`src/design/vrm_pkg.sv`:
```
// Types, codes and widths shared by the vacuum robot motion controller.
package vrm_pkg;

	localparam int TICK_COUNT_WIDTH = 8;
	localparam int CFG_W = 8;
	localparam int CMP_W = (TICK_COUNT_WIDTH > CFG_W) ? TICK_COUNT_WIDTH : CFG_W;
	localparam logic [TICK_COUNT_WIDTH-1:0] TICK_MAX = '1;

	typedef enum logic [2:0] {
		MODE_MOVING  = 3'd0,
		MODE_TURNING = 3'd1,
		MODE_BACKING = 3'd2,
		MODE_DUST    = 3'd3,
		MODE_PAUSED  = 3'd4
	} mode_t;

	typedef enum logic [2:0] {
		MOT_FWD   = 3'd0,
		MOT_LEFT  = 3'd1,
		MOT_RIGHT = 3'd2,
		MOT_BACK  = 3'd3,
		MOT_STOP  = 3'd4
	} motor_t;

	typedef enum logic [1:0] {
		CLN_OFF   = 2'd0,
		CLN_ON    = 2'd1,
		CLN_BOOST = 2'd2
	} cleaner_t;

	typedef enum logic [1:0] {
		CFG_DUST_CLEAN = 2'd0,
		CFG_BACKWARD   = 2'd1,
		CFG_TURN       = 2'd2,
		CFG_PAUSE      = 2'd3
	} cfg_idx_t;

	typedef struct packed {
		logic front_blocked;
		logic left_blocked;
		logic right_blocked;
		logic dust_seen;
	} in_beat_t;

	typedef struct packed {
		logic [2:0] motor_command;
		logic [1:0] cleaner_command;
		logic [2:0] current_mode;
	} out_beat_t;

	typedef struct packed {
		logic [CFG_W-1:0] dust_clean_ticks;
		logic [CFG_W-1:0] backward_ticks;
		logic [CFG_W-1:0] turn_ticks;
		logic [CFG_W-1:0] pause_ticks;
	} cfg_t;

	typedef struct packed {
		mode_t                       mode;
		logic [TICK_COUNT_WIDTH-1:0] ticks;
		logic [CFG_W-1:0]            backing_left;
		logic [CFG_W-1:0]            dust_left;
		motor_t                      motor;
		cleaner_t                    cleaner;
	} state_t;

endpackage

```
`src/design/vrm_step.sv`:
```
// Next-state logic for one control tick of the motion controller.
module vrm_step (
	input  vrm_pkg::state_t   cur,
	input  vrm_pkg::cfg_t     cfg,
	input  vrm_pkg::in_beat_t sens,
	output vrm_pkg::state_t   nxt
);
	import vrm_pkg::*;

	logic [TICK_COUNT_WIDTH-1:0] ticks_inc;
	logic [CFG_W-1:0]            back_dec;
	logic [CFG_W-1:0]            dust_dec;
	logic                        turn_done;
	logic                        pause_done;

	assign ticks_inc  = (cur.ticks == TICK_MAX) ? cur.ticks
	                                            : cur.ticks + TICK_COUNT_WIDTH'(1);
	// countdowns stick at zero, so a zero load ends after one tick
	assign back_dec   = (cur.backing_left == '0) ? '0 : cur.backing_left - CFG_W'(1);
	assign dust_dec   = (cur.dust_left == '0) ? '0 : cur.dust_left - CFG_W'(1);
	assign turn_done  = CMP_W'(ticks_inc) >= CMP_W'(cfg.turn_ticks);
	assign pause_done = CMP_W'(ticks_inc) >= CMP_W'(cfg.pause_ticks);

	always_comb begin
		nxt       = cur;
		nxt.ticks = ticks_inc;
		unique case (cur.mode)
			MODE_MOVING: begin
				nxt.motor   = MOT_FWD;
				nxt.cleaner = CLN_ON;
				if (sens.dust_seen) begin
					nxt.dust_left = cfg.dust_clean_ticks;
					nxt.mode      = MODE_DUST;
					nxt.ticks     = '0;
				end else if (sens.front_blocked) begin
					nxt.mode  = MODE_TURNING;
					nxt.ticks = '0;
				end
			end
			MODE_TURNING: begin
				nxt.cleaner = CLN_ON;
				if (sens.front_blocked && sens.left_blocked && sens.right_blocked) begin
					nxt.backing_left = cfg.backward_ticks;
					nxt.mode         = MODE_BACKING;
					nxt.ticks        = '0;
				end else if (sens.left_blocked && sens.right_blocked) begin
					// sides only: motor is held
					nxt.mode  = MODE_PAUSED;
					nxt.ticks = '0;
				end else begin
					nxt.motor = sens.left_blocked ? MOT_RIGHT : MOT_LEFT;
					if (turn_done) begin
						nxt.mode  = MODE_MOVING;
						nxt.ticks = '0;
					end
				end
			end
			MODE_BACKING: begin
				nxt.motor        = MOT_BACK;
				nxt.cleaner      = CLN_ON;
				nxt.backing_left = back_dec;
				if (back_dec == '0) begin
					nxt.mode  = MODE_TURNING;
					nxt.ticks = '0;
				end
			end
			MODE_DUST: begin
				nxt.motor     = MOT_STOP;
				nxt.cleaner   = CLN_BOOST;
				nxt.dust_left = dust_dec;
				if (dust_dec == '0) begin
					nxt.mode  = MODE_MOVING;
					nxt.ticks = '0;
				end
			end
			MODE_PAUSED: begin
				nxt.motor   = MOT_STOP;
				nxt.cleaner = CLN_ON;
				if (pause_done) begin
					nxt.backing_left = cfg.backward_ticks;
					nxt.mode         = MODE_BACKING;
					nxt.ticks        = '0;
				end
			end
			default: begin
				// unused codes only count ticks
			end
		endcase
	end

endmodule

```
`src/design/vacuum_robot_motion_fsm_core.sv`:
```
// Top level of the vacuum robot motion controller: state, config and output buffering.
//
// One input beat is one control tick carrying four sensor bits (front, left,
// right, dust). Each accepted beat yields exactly one output beat with the
// motor command, cleaner command and the mode after the tick.
// Channels use valid/stall; a beat moves on an edge with valid high, stall low.
// The result is registered into the output register, or the skid register while
// the output is stalled. Throughput: one beat per cycle while in_stall is low;
// the next-state logic is a single pass from the state registers into them.
// A two-entry output buffer (output register plus skid register) lets a beat
// be accepted while a result waits; in_stall rises only once the skid entry
// holds a beat, and the stalled output beat holds steady.
// Config writes (cfg_we, cfg_index, cfg_data) land the same edge; write only
// while idle.
// Reset: mode moving, tick count and countdowns zero, motor stop, cleaner
// off, registers at their defaults (5, 3, 2, 3), both buffer entries empty.
module vacuum_robot_motion_fsm_core (
	input  logic               clk,
	input  logic               arst_n,
	input  logic               in_valid,
	output logic               in_stall,
	input  vrm_pkg::in_beat_t  in_beat,
	output logic               out_valid,
	input  logic               out_stall,
	output vrm_pkg::out_beat_t out_beat,
	input  logic               cfg_we,
	input  logic [1:0]         cfg_index,
	input  logic [7:0]         cfg_data
);
	import vrm_pkg::*;

	cfg_t      cfg_q;
	state_t    state_q;
	state_t    state_nxt;
	out_beat_t out_q;
	out_beat_t skid_q;
	out_beat_t res;
	logic      out_valid_q;
	logic      skid_valid_q;
	logic      in_acc;
	logic      out_free;

	vrm_step u_step (
		.cur  (state_q),
		.cfg  (cfg_q),
		.sens (in_beat),
		.nxt  (state_nxt)
	);

	assign res.motor_command   = state_nxt.motor;
	assign res.cleaner_command = state_nxt.cleaner;
	assign res.current_mode    = state_nxt.mode;

	assign in_stall  = skid_valid_q;
	assign in_acc    = in_valid && !skid_valid_q;
	assign out_free  = !out_valid_q || !out_stall;
	assign out_valid = out_valid_q;
	assign out_beat  = out_q;

	always_ff @(posedge clk or negedge arst_n) begin
		if (!arst_n) begin
			cfg_q.dust_clean_ticks <= 8'd5;
			cfg_q.backward_ticks   <= 8'd3;
			cfg_q.turn_ticks       <= 8'd2;
			cfg_q.pause_ticks      <= 8'd3;
		end else if (cfg_we) begin
			unique case (cfg_idx_t'(cfg_index))
				CFG_DUST_CLEAN: cfg_q.dust_clean_ticks <= cfg_data;
				CFG_BACKWARD:   cfg_q.backward_ticks   <= cfg_data;
				CFG_TURN:       cfg_q.turn_ticks       <= cfg_data;
				CFG_PAUSE:      cfg_q.pause_ticks      <= cfg_data;
				default: ;
			endcase
		end
	end

	always_ff @(posedge clk or negedge arst_n) begin
		if (!arst_n) begin
			state_q.mode         <= MODE_MOVING;
			state_q.ticks        <= '0;
			state_q.backing_left <= '0;
			state_q.dust_left    <= '0;
			state_q.motor        <= MOT_STOP;
			state_q.cleaner      <= CLN_OFF;
			out_valid_q          <= 1'b0;
			skid_valid_q         <= 1'b0;
		end else begin
			if (in_acc) begin
				state_q <= state_nxt;
			end
			if (out_free) begin
				if (skid_valid_q) begin
					out_valid_q  <= 1'b1;
					skid_valid_q <= 1'b0;
				end else begin
					out_valid_q <= in_acc;
				end
			end else if (in_acc) begin
				skid_valid_q <= 1'b1;
			end
		end
	end

	// payload registers, no reset
	always_ff @(posedge clk) begin
		if (out_free) begin
			if (skid_valid_q) begin
				out_q <= skid_q;
			end else if (in_acc) begin
				out_q <= res;
			end
		end else if (in_acc) begin
			skid_q <= res;
		end
	end

endmodule

```
`config.mk`:
```
export PLATFORM = sky130hd
export DESIGN_NAME = vacuum_robot_motion_fsm_core
export DESIGN_NICKNAME = d
export VERILOG_FILES = /design/src/design/vrm_pkg.sv /design/src/design/vrm_step.sv /design/src/design/vacuum_robot_motion_fsm_core.sv
export SDC_FILE = /design/constraint.sdc
export NUM_CORES = 1
export LEC_CHECK = 0
export BUFFER_PORTS_ARGS = -buffer_cell sky130_fd_sc_hd__buf_2
export CORE_ASPECT_RATIO = 1.4
export CORE_UTILIZATION = 55
export DETAILED_ROUTE_END_ITERATION = 8
export PLACE_DENSITY = 0.8
export SLEW_MARGIN = 20
export SYNTH_ARGS = -nofsm -noshare
export SYNTH_HDL_FRONTEND = slang
export SYNTH_SLANG_ARGS = --single-unit
```
`constraint.sdc`:
```
create_clock -name clk -period 3.1 [get_ports clk]
set_clock_uncertainty 0.05 [all_clocks]
set_input_delay 0.31 -clock clk [delete_from_list [all_inputs] [get_ports clk]]
set_output_delay 0.31 -clock clk [all_outputs]
set_load 0.02 [all_outputs]
```
Word-level counts from Yosys, hierarchy flattened
Index checks and enable logic that the tools add are counted.
- input bits: 19
- output and inout port bits: 10
- word-level logic and storage cells: 86
- bits in registers: 82
- add/sub/neg operators: 3
- equality and inequality tests: 11
- magnitude comparators: 2
- mux-type cells: 25
- bitwise gates (word level): 1
- reduce and logical (&&, ||, !) cells: 26
- operator list (kind ; number):
    two-way mux 11 bit ; 7
    two-way mux 8 bit ; 7
    case mux 11 bit (5 select lines) ; 1
    zero test 8 bit ; 4
    case mux 5 bit (5 select lines) ; 1
    case mux 8 bit (3 select lines) ; 1
    two-way mux 19 bit ; 1
    greater-or-equal comparator 8 bit ; 2
    case mux 8 bit (2 select lines) ; 1
    subtractor 8 x 1 -> 8 bit, second input constant ; 2
    AND reduction 2 bit ; 6
    adder 8 x 1 -> 8 bit, second input constant ; 1
    equality test 8 bit, second input constant ; 1
    equality test 3 x 2 -> 1 bit, second input constant ; 2
    two-way mux 3 bit ; 2
    nonzero test 2 bit ; 3
    equality test 2 bit, second input constant ; 2
    logical AND 1 bit ; 4
    != test 2 x 1 -> 1 bit, second input constant ; 2
    AND reduction 4 bit ; 1
    equality test 3 x 1 -> 1 bit, second input constant ; 1
    equality test 3 bit, second input constant ; 1
    zero test 1 bit ; 3
    zero test 3 bit ; 1
    9 further kinds ; 11

Logic depth before layout (Yosys ltp)
- depth in word-level cells: 9
- gate-level depth with buffers: 14
- gate-level depth less buffers: 13

Modules after synthesis
From an unflattened synthesis, not the netlist that was laid out.
- cells, all modules: 424
- area, all modules: 4699.5 um2
- by module, submodules not included (module ; times used ; sequential area each (um2) ; area an instance (um2) ; cells an instance):
    vacuum_robot_motion_fsm_core ; 1 ; 2142.1 ; 3089.2 ; 170
    vrm_step ; 1 ; 0.0 ; 1610.3 ; 254

Worst setup path before layout
Ideal clock, no wire load.
- kind: register to register
- start: register state_q[21] (netlist bit)
- end: register out_q (netlist bit out_beat[2]), data pin
- required time: 2.790 ns
- period minus slack after synthesis: 3.333 ns
- buffers on the path: 0
- library setup time: 0.260 ns
- stages on the path, launching flop included: 14
- arrival time: 3.023 ns
- setup slack: -0.233 ns
- path through: dfrtp_1 -> ha_1 -> and3_1 -> and3_1 -> nand3_1 -> nand4_1 -> xnor2_1 -> ha_1 -> o21a_1 -> a21oi_1 -> o31ai_1 -> nand2_1 -> a22o_1 -> mux2_2
- RTL lines (element ; line ; source):
    start: declaration ; vacuum_robot_motion_fsm_core.sv:33 ; state_t state_q;
    start signal: assignment ; vacuum_robot_motion_fsm_core.sv:89 ; state_q <= state_nxt;
    end signal: assignment ; vacuum_robot_motion_fsm_core.sv:108 ; out_q <= skid_q;
    end signal: assignment ; vacuum_robot_motion_fsm_core.sv:110 ; out_q <= res;
    end: declaration ; vacuum_robot_motion_fsm_core.sv:35 ; out_beat_t out_q;

Final worst setup path
- start: register state_q[22] (netlist bit)
- end: register out_q (netlist bit out_beat[0]), data pin
- cells in the longest elaborated chain, start to end: 9
- elaborated cells between the ends (all ways): 12
- those cells by class: add/sub (1); order compare (2); eq/ne (1); mux (8)
- ends and longest elaborated chain (element ; line ; source):
    adder 8 x 1 -> 8 bit / equality test 8 bit (equally long branches) ; vrm_step.sv:17, vrm_step.sv:16 ;
    two-way mux 8 bit (*) ; vrm_step.sv:16 ; assign ticks_inc = (cur.ticks == TICK_MAX) ? cur.ticks
    greater-or-equal comparator 8 bit ; vrm_step.sv:21 ; assign turn_done = CMP_W'(ticks_inc) >= CMP_W'(cfg.turn_ticks);
    two-way mux 11 bit ; vrm_step.sv:52 ; if (turn_done) begin
    two-way mux 11 bit ; vrm_step.sv:46 ; end else if (sens.left_blocked && sens.right_blocked) begin
    two-way mux 11 bit ; vrm_step.sv:42 ; if (sens.front_blocked && sens.left_blocked && sens.right_blocked) begin
    case mux 11 bit (5 select lines) (*) ; vrm_step.sv:27 ; unique case (cur.mode)
    two-way mux 8 bit (*) ; vacuum_robot_motion_fsm_core.sv:109 ; end else if (in_acc) begin
    two-way mux 8 bit (*) ; vacuum_robot_motion_fsm_core.sv:107 ; if (skid_valid_q) begin
Every way passes the cells marked *; elsewhere a longest branch is shown, timed or not. The select of a mux whose other input is x is not followed.
A chain may end at the register's enable or synchronous reset.

==> qor.log <==
[setup_path] crit path from state_q[22]
[status] failing checks negative setup slack
[finish] final cell count without fillers 620
[detailed_routing] WL met3 526 µm
[timing] sum of negative setup slack -0.484 ns
[pwr] switching power 2.00 mW
[detailed_routing] uppermost layer routed met4
[timing] Max-slew headroom 40.8%
[pwr] internal power summed over all cells 3.03 mW
[synth] sequential-to-total area share from yosys stat 46.1%
[pwr] switching portion of total power 39.8%
[setup_path] worst-case reg-to-reg path depth 13
[setup_path] register-to-register setup slack -0.09 ns
[place] Worst Setup Slack post-DPL -0.129 ns
[floorplan] die area 0.00882 mm²
[setup_path] Startpoint Class flop
[setup_path] CP most frequent cell and3_4
[place] HPWL Detailed 7780 µm
[global_route] combined global-route utilization of all metal layers 27.4%
[pwr] total power per unit cell area 902 mW/mm²
[place] number of port buffers 28
[setup_path] destination of the critical timing path out_beat[0]
[finish] multi-input combinational cell area 0.00257 mm²
[global_route] remaining global-route overflow 0
[global_route] first-pass GRT wire length 18500 µm
[pwr] Clk pwr share 19.9%
[floorplan] Die Span Y 111 µm
[timing] # setup viols final 14
[synth] warnings from Yosys 0
[timing] share of the cycle needed by the critical path after routing 103%
[cts] number of levels the H-tree was split into 3
[synth] dominant register cell in the synthesized netlist dfrtp_1
[worst_hold_path] Min-Delay Path Class input port to flop
[pwr] static leakage 2.34 nW
[pwr] Total Power Consumption 5.03 mW
[floorplan] initial core utilization 56.7%
[synth] proportion of netlist area held by the largest area contributor 31.2%
[synth] Post-Synthesis Cells 465
[setup_path] class of the most critical setup path flop to flop
[pwr] sequential group share of total power 36.1%
[floorplan] floorplan die width 79.7 µm
[detailed_routing] post-detailed-route wirelength per cell 18.8 µm
[synth] Syn Nets 504
[synth] cell area after synthesis 0.00465 mm²
[setup_path] top fanout value on the critical path 5
[place] total placed instance area 0.00505 mm²
[place] Final Wtd Congestion 0.873
[timing] setup slack of the critical path after layout -0.0901 ns
[setup_path] CP arrival 3.24 ns
[timing] max-slew violation total from the final report 0
[detailed_routing] vias after detailed routing 3948
[cts] clock tree from TritonCTS yes
[status] run status finished with violations
[floorplan] area of the core region 0.00820 mm²
[pwr] worst ir drop on vdd 0.645 mV
[finish] number of inserted diodes 0
[timing] worst slew pin tran 0.886 ns
[synth] top cell type by total area after synthesis dfrtp_1
[detailed_routing] antenna violation net count after detailed routing 0
[setup_path] largest stage delay on the critical path 0.36 ns
[synth] most instantiated library cell after synthesis dfrtp_1
[detailed_routing] initial drt markers 295
[setup_path] worst-path cell chain ha_2 -> and3_4 -> and3_4 -> and3_4 -> nor3_2 -> xor2_1 -> ha_1 -> and4_1 -> o21ai_1 -> o211ai_1 -> and4bb_2 -> o2111ai_4 -> a22o_1
[synth] number of enable-type register cells in the synthesized netlist 16
[setup_path] launch point of the worst reg-to-reg path state_q[22]
[detailed_routing] detail-routed via count per cell 6.37
[timing] smallest hold slack 0.174 ns
[timing] unrepaired setup endpoints after global routing true
[setup_path] data required time of the worst path 3.15 ns
[finish] Reg area 0.00214 mm²
[timing] number of hold violations in the final report 0
[synth] top post-synthesis cells by count dfrtp_1 (58), o21ai_0 (44), nor2_1 (39)
[job] # Max-Cap Violations 0
[synth] synthesized area divided by synthesized cell count 9.99 µm²
[timing] post-route minimum period 3.19 ns
[cts] clock insertion delay at the later pin of the skew report 0.35 ns
[setup_path] Critical Path Slowest Stage Cell dfrtp_1
[cts] master cell of the clock root buffer clkbuf_16
[detailed_routing] sum of met2 wire segment lengths after detailed routing 6070 µm
[finish] post-layout net count 552
[place] placed insts 597
[pwr] combinational share of power 43.9%
[global_route] initial antenna violation count 0
[detailed_routing] wire length on met1 4700 µm
[floorplan] Row Count 39
[synth] top cells by area in the synthesized netlist dfrtp_1 (31%), edfxtp_1 (10%), mux2_2 (8.7%)
[synth] number of storage elements in the synthesis netlist 82
[global_route] number of global-route vias before repair 3804
[detailed_routing] Residual DRC 0
[floorplan] top-level I/O count 29
[detailed_routing] total length of routed wires 11700 µm
[cts] count of clock tree sinks 82
[detailed_routing] drt pass-1 iters 5
[finish] Final Cell Area 0.00557 mm²
[timing] Max Clk Rate 313 MHz
[global_route] largest net degree at the start of global routing 67
[cts] CTS buffer count 9
[setup_path] endpoint of the most critical register-to-register path out_beat[0]
[synth] fraction of registers with async set or reset after synthesis 80.5%
[synth] distinct cell type count of the synthesized netlist 68
[finish] synthesis-to-layout area growth 20.0%
[cts] Clock transition at path regs 0.06 ns
[finish] layout cell share with drive strength beyond 1 30.9%
[finish] FILL cells 602
[cts] CTS max path bufs 2
[finish] final standard cell utilization of the core 68.0%
[setup_path] sort of element at the end of the critical path flop
## worst min-delay path by stage
stage / start / end / depth (start not counted)
after floorplan: arst_n / cfg_q[10] / 0
after global placement: arst_n / state_q[13] / 2
after detailed placement: arst_n / state_q[13] / 2
after CTS: in_valid / out_valid / 3
after global routing: in_valid / out_valid / 3
final: in_valid / out_valid / 3
## flip-flops by register name, summed over array words and instances (netlist names)
name	cells
state_q	32
skid_q	8
cfg_q	32
out_valid	1
out_beat	8
in_stall	1
## power groups by stage
stage | Combinational, mW | Clock (mW) | Sequential, mW
after floorplan | 1.30 | 0 | 1.73
after global placement | 1.70 | 0 | 1.79
after detailed placement | 1.78 | 0 | 1.81
after CTS | 1.93 | 1.01 | 1.80
after global routing | 2.41 | 1.05 | 1.86
final | 2.21 | 1.00 | 1.82
## worst max-delay path: cells and delay by family (launching register included)
kind / cells / cell delay (ns)
flops: 1 / 0.36
xor+xnor: 1 / 0.19
simple gates: 6 / 1.17
compound gates: 4 / 0.65
fa+ha+maj: 2 / 0.53
## cell type report
class	count	area share [%]
Multi-Input combinational cell	338	46.1
Sequential cell	82	38.4
Timing Repair Buffer	53	6.22
Clock buffer	9	4.04
Tap cell	102	2.29
Inverter	29	1.95
Clock inverter	7	0.965
## metal layers
metal / up-vias / track usage, %
met5: - / 0
met4: 0 / 12.2
met3: 32 / 5.93
met2: 147 / 46.5
met1: 1959 / 32.5
li1: 1810 / -
## layout by cell type, fill, tap and decap left out, drive strengths merged, types with 3 or more instances in the layout
master / synthesis / routed
dfrtp: 58 / 58
buf: 3 / 52
o21ai: 46 / 46
nor2: 39 / 39
mux2: 36 / 36
inv: 29 / 31
nand2: 30 / 30
a21oi: 27 / 27
ha: 20 / 20
edfxtp: 16 / 16
nor3: 13 / 13
nand3: 12 / 12
clkbuf: 13 / 9
dfstp: 8 / 8
o21a: 8 / 8
o31ai: 7 / 7
or3: 6 / 6
nand2b: 5 / 5
a22oi: 5 / 5
and2: 5 / 5
a31o: 5 / 5
and3: 5 / 5
nor3b: 5 / 5
nor4: 4 / 4
clkinvlp: 0 / 4
a31oi: 4 / 4
a32oi: 4 / 4
nand4: 3 / 3
a211oi: 3 / 3
nand3b: 3 / 3
mux2i: 3 / 3
a21o: 3 / 3
o22ai: 3 / 3
or2: 3 / 3
## kinds of logic (layout without fill, tap and decap cells)
| logic type | after synthesis | after routing | synth area share [%] |
|---|---|---|---|
| compound gates | 130 | 130 | 18.2 |
| xor+xnor | 3 | 3 | 0.566 |
| fa+ha+maj | 20 | 20 | 5.39 |
| buf+inv | 45 | 98 | 3.72 |
| flops | 82 | 82 | 46.1 |
| mux | 39 | 39 | 9.37 |
| simple gates | 146 | 146 | 16.6 |
## what timing repair did
item	in CTS	in global routing
gates resized for setup	14	20
hold endpoints to repair	58	0
setup buffers	3	3
pin swaps	15	13
hold buffers	1	0
gates cloned	0	0
setup endpoints to repair	23	24
Note: power is estimated with default switching activity, not from simulation.
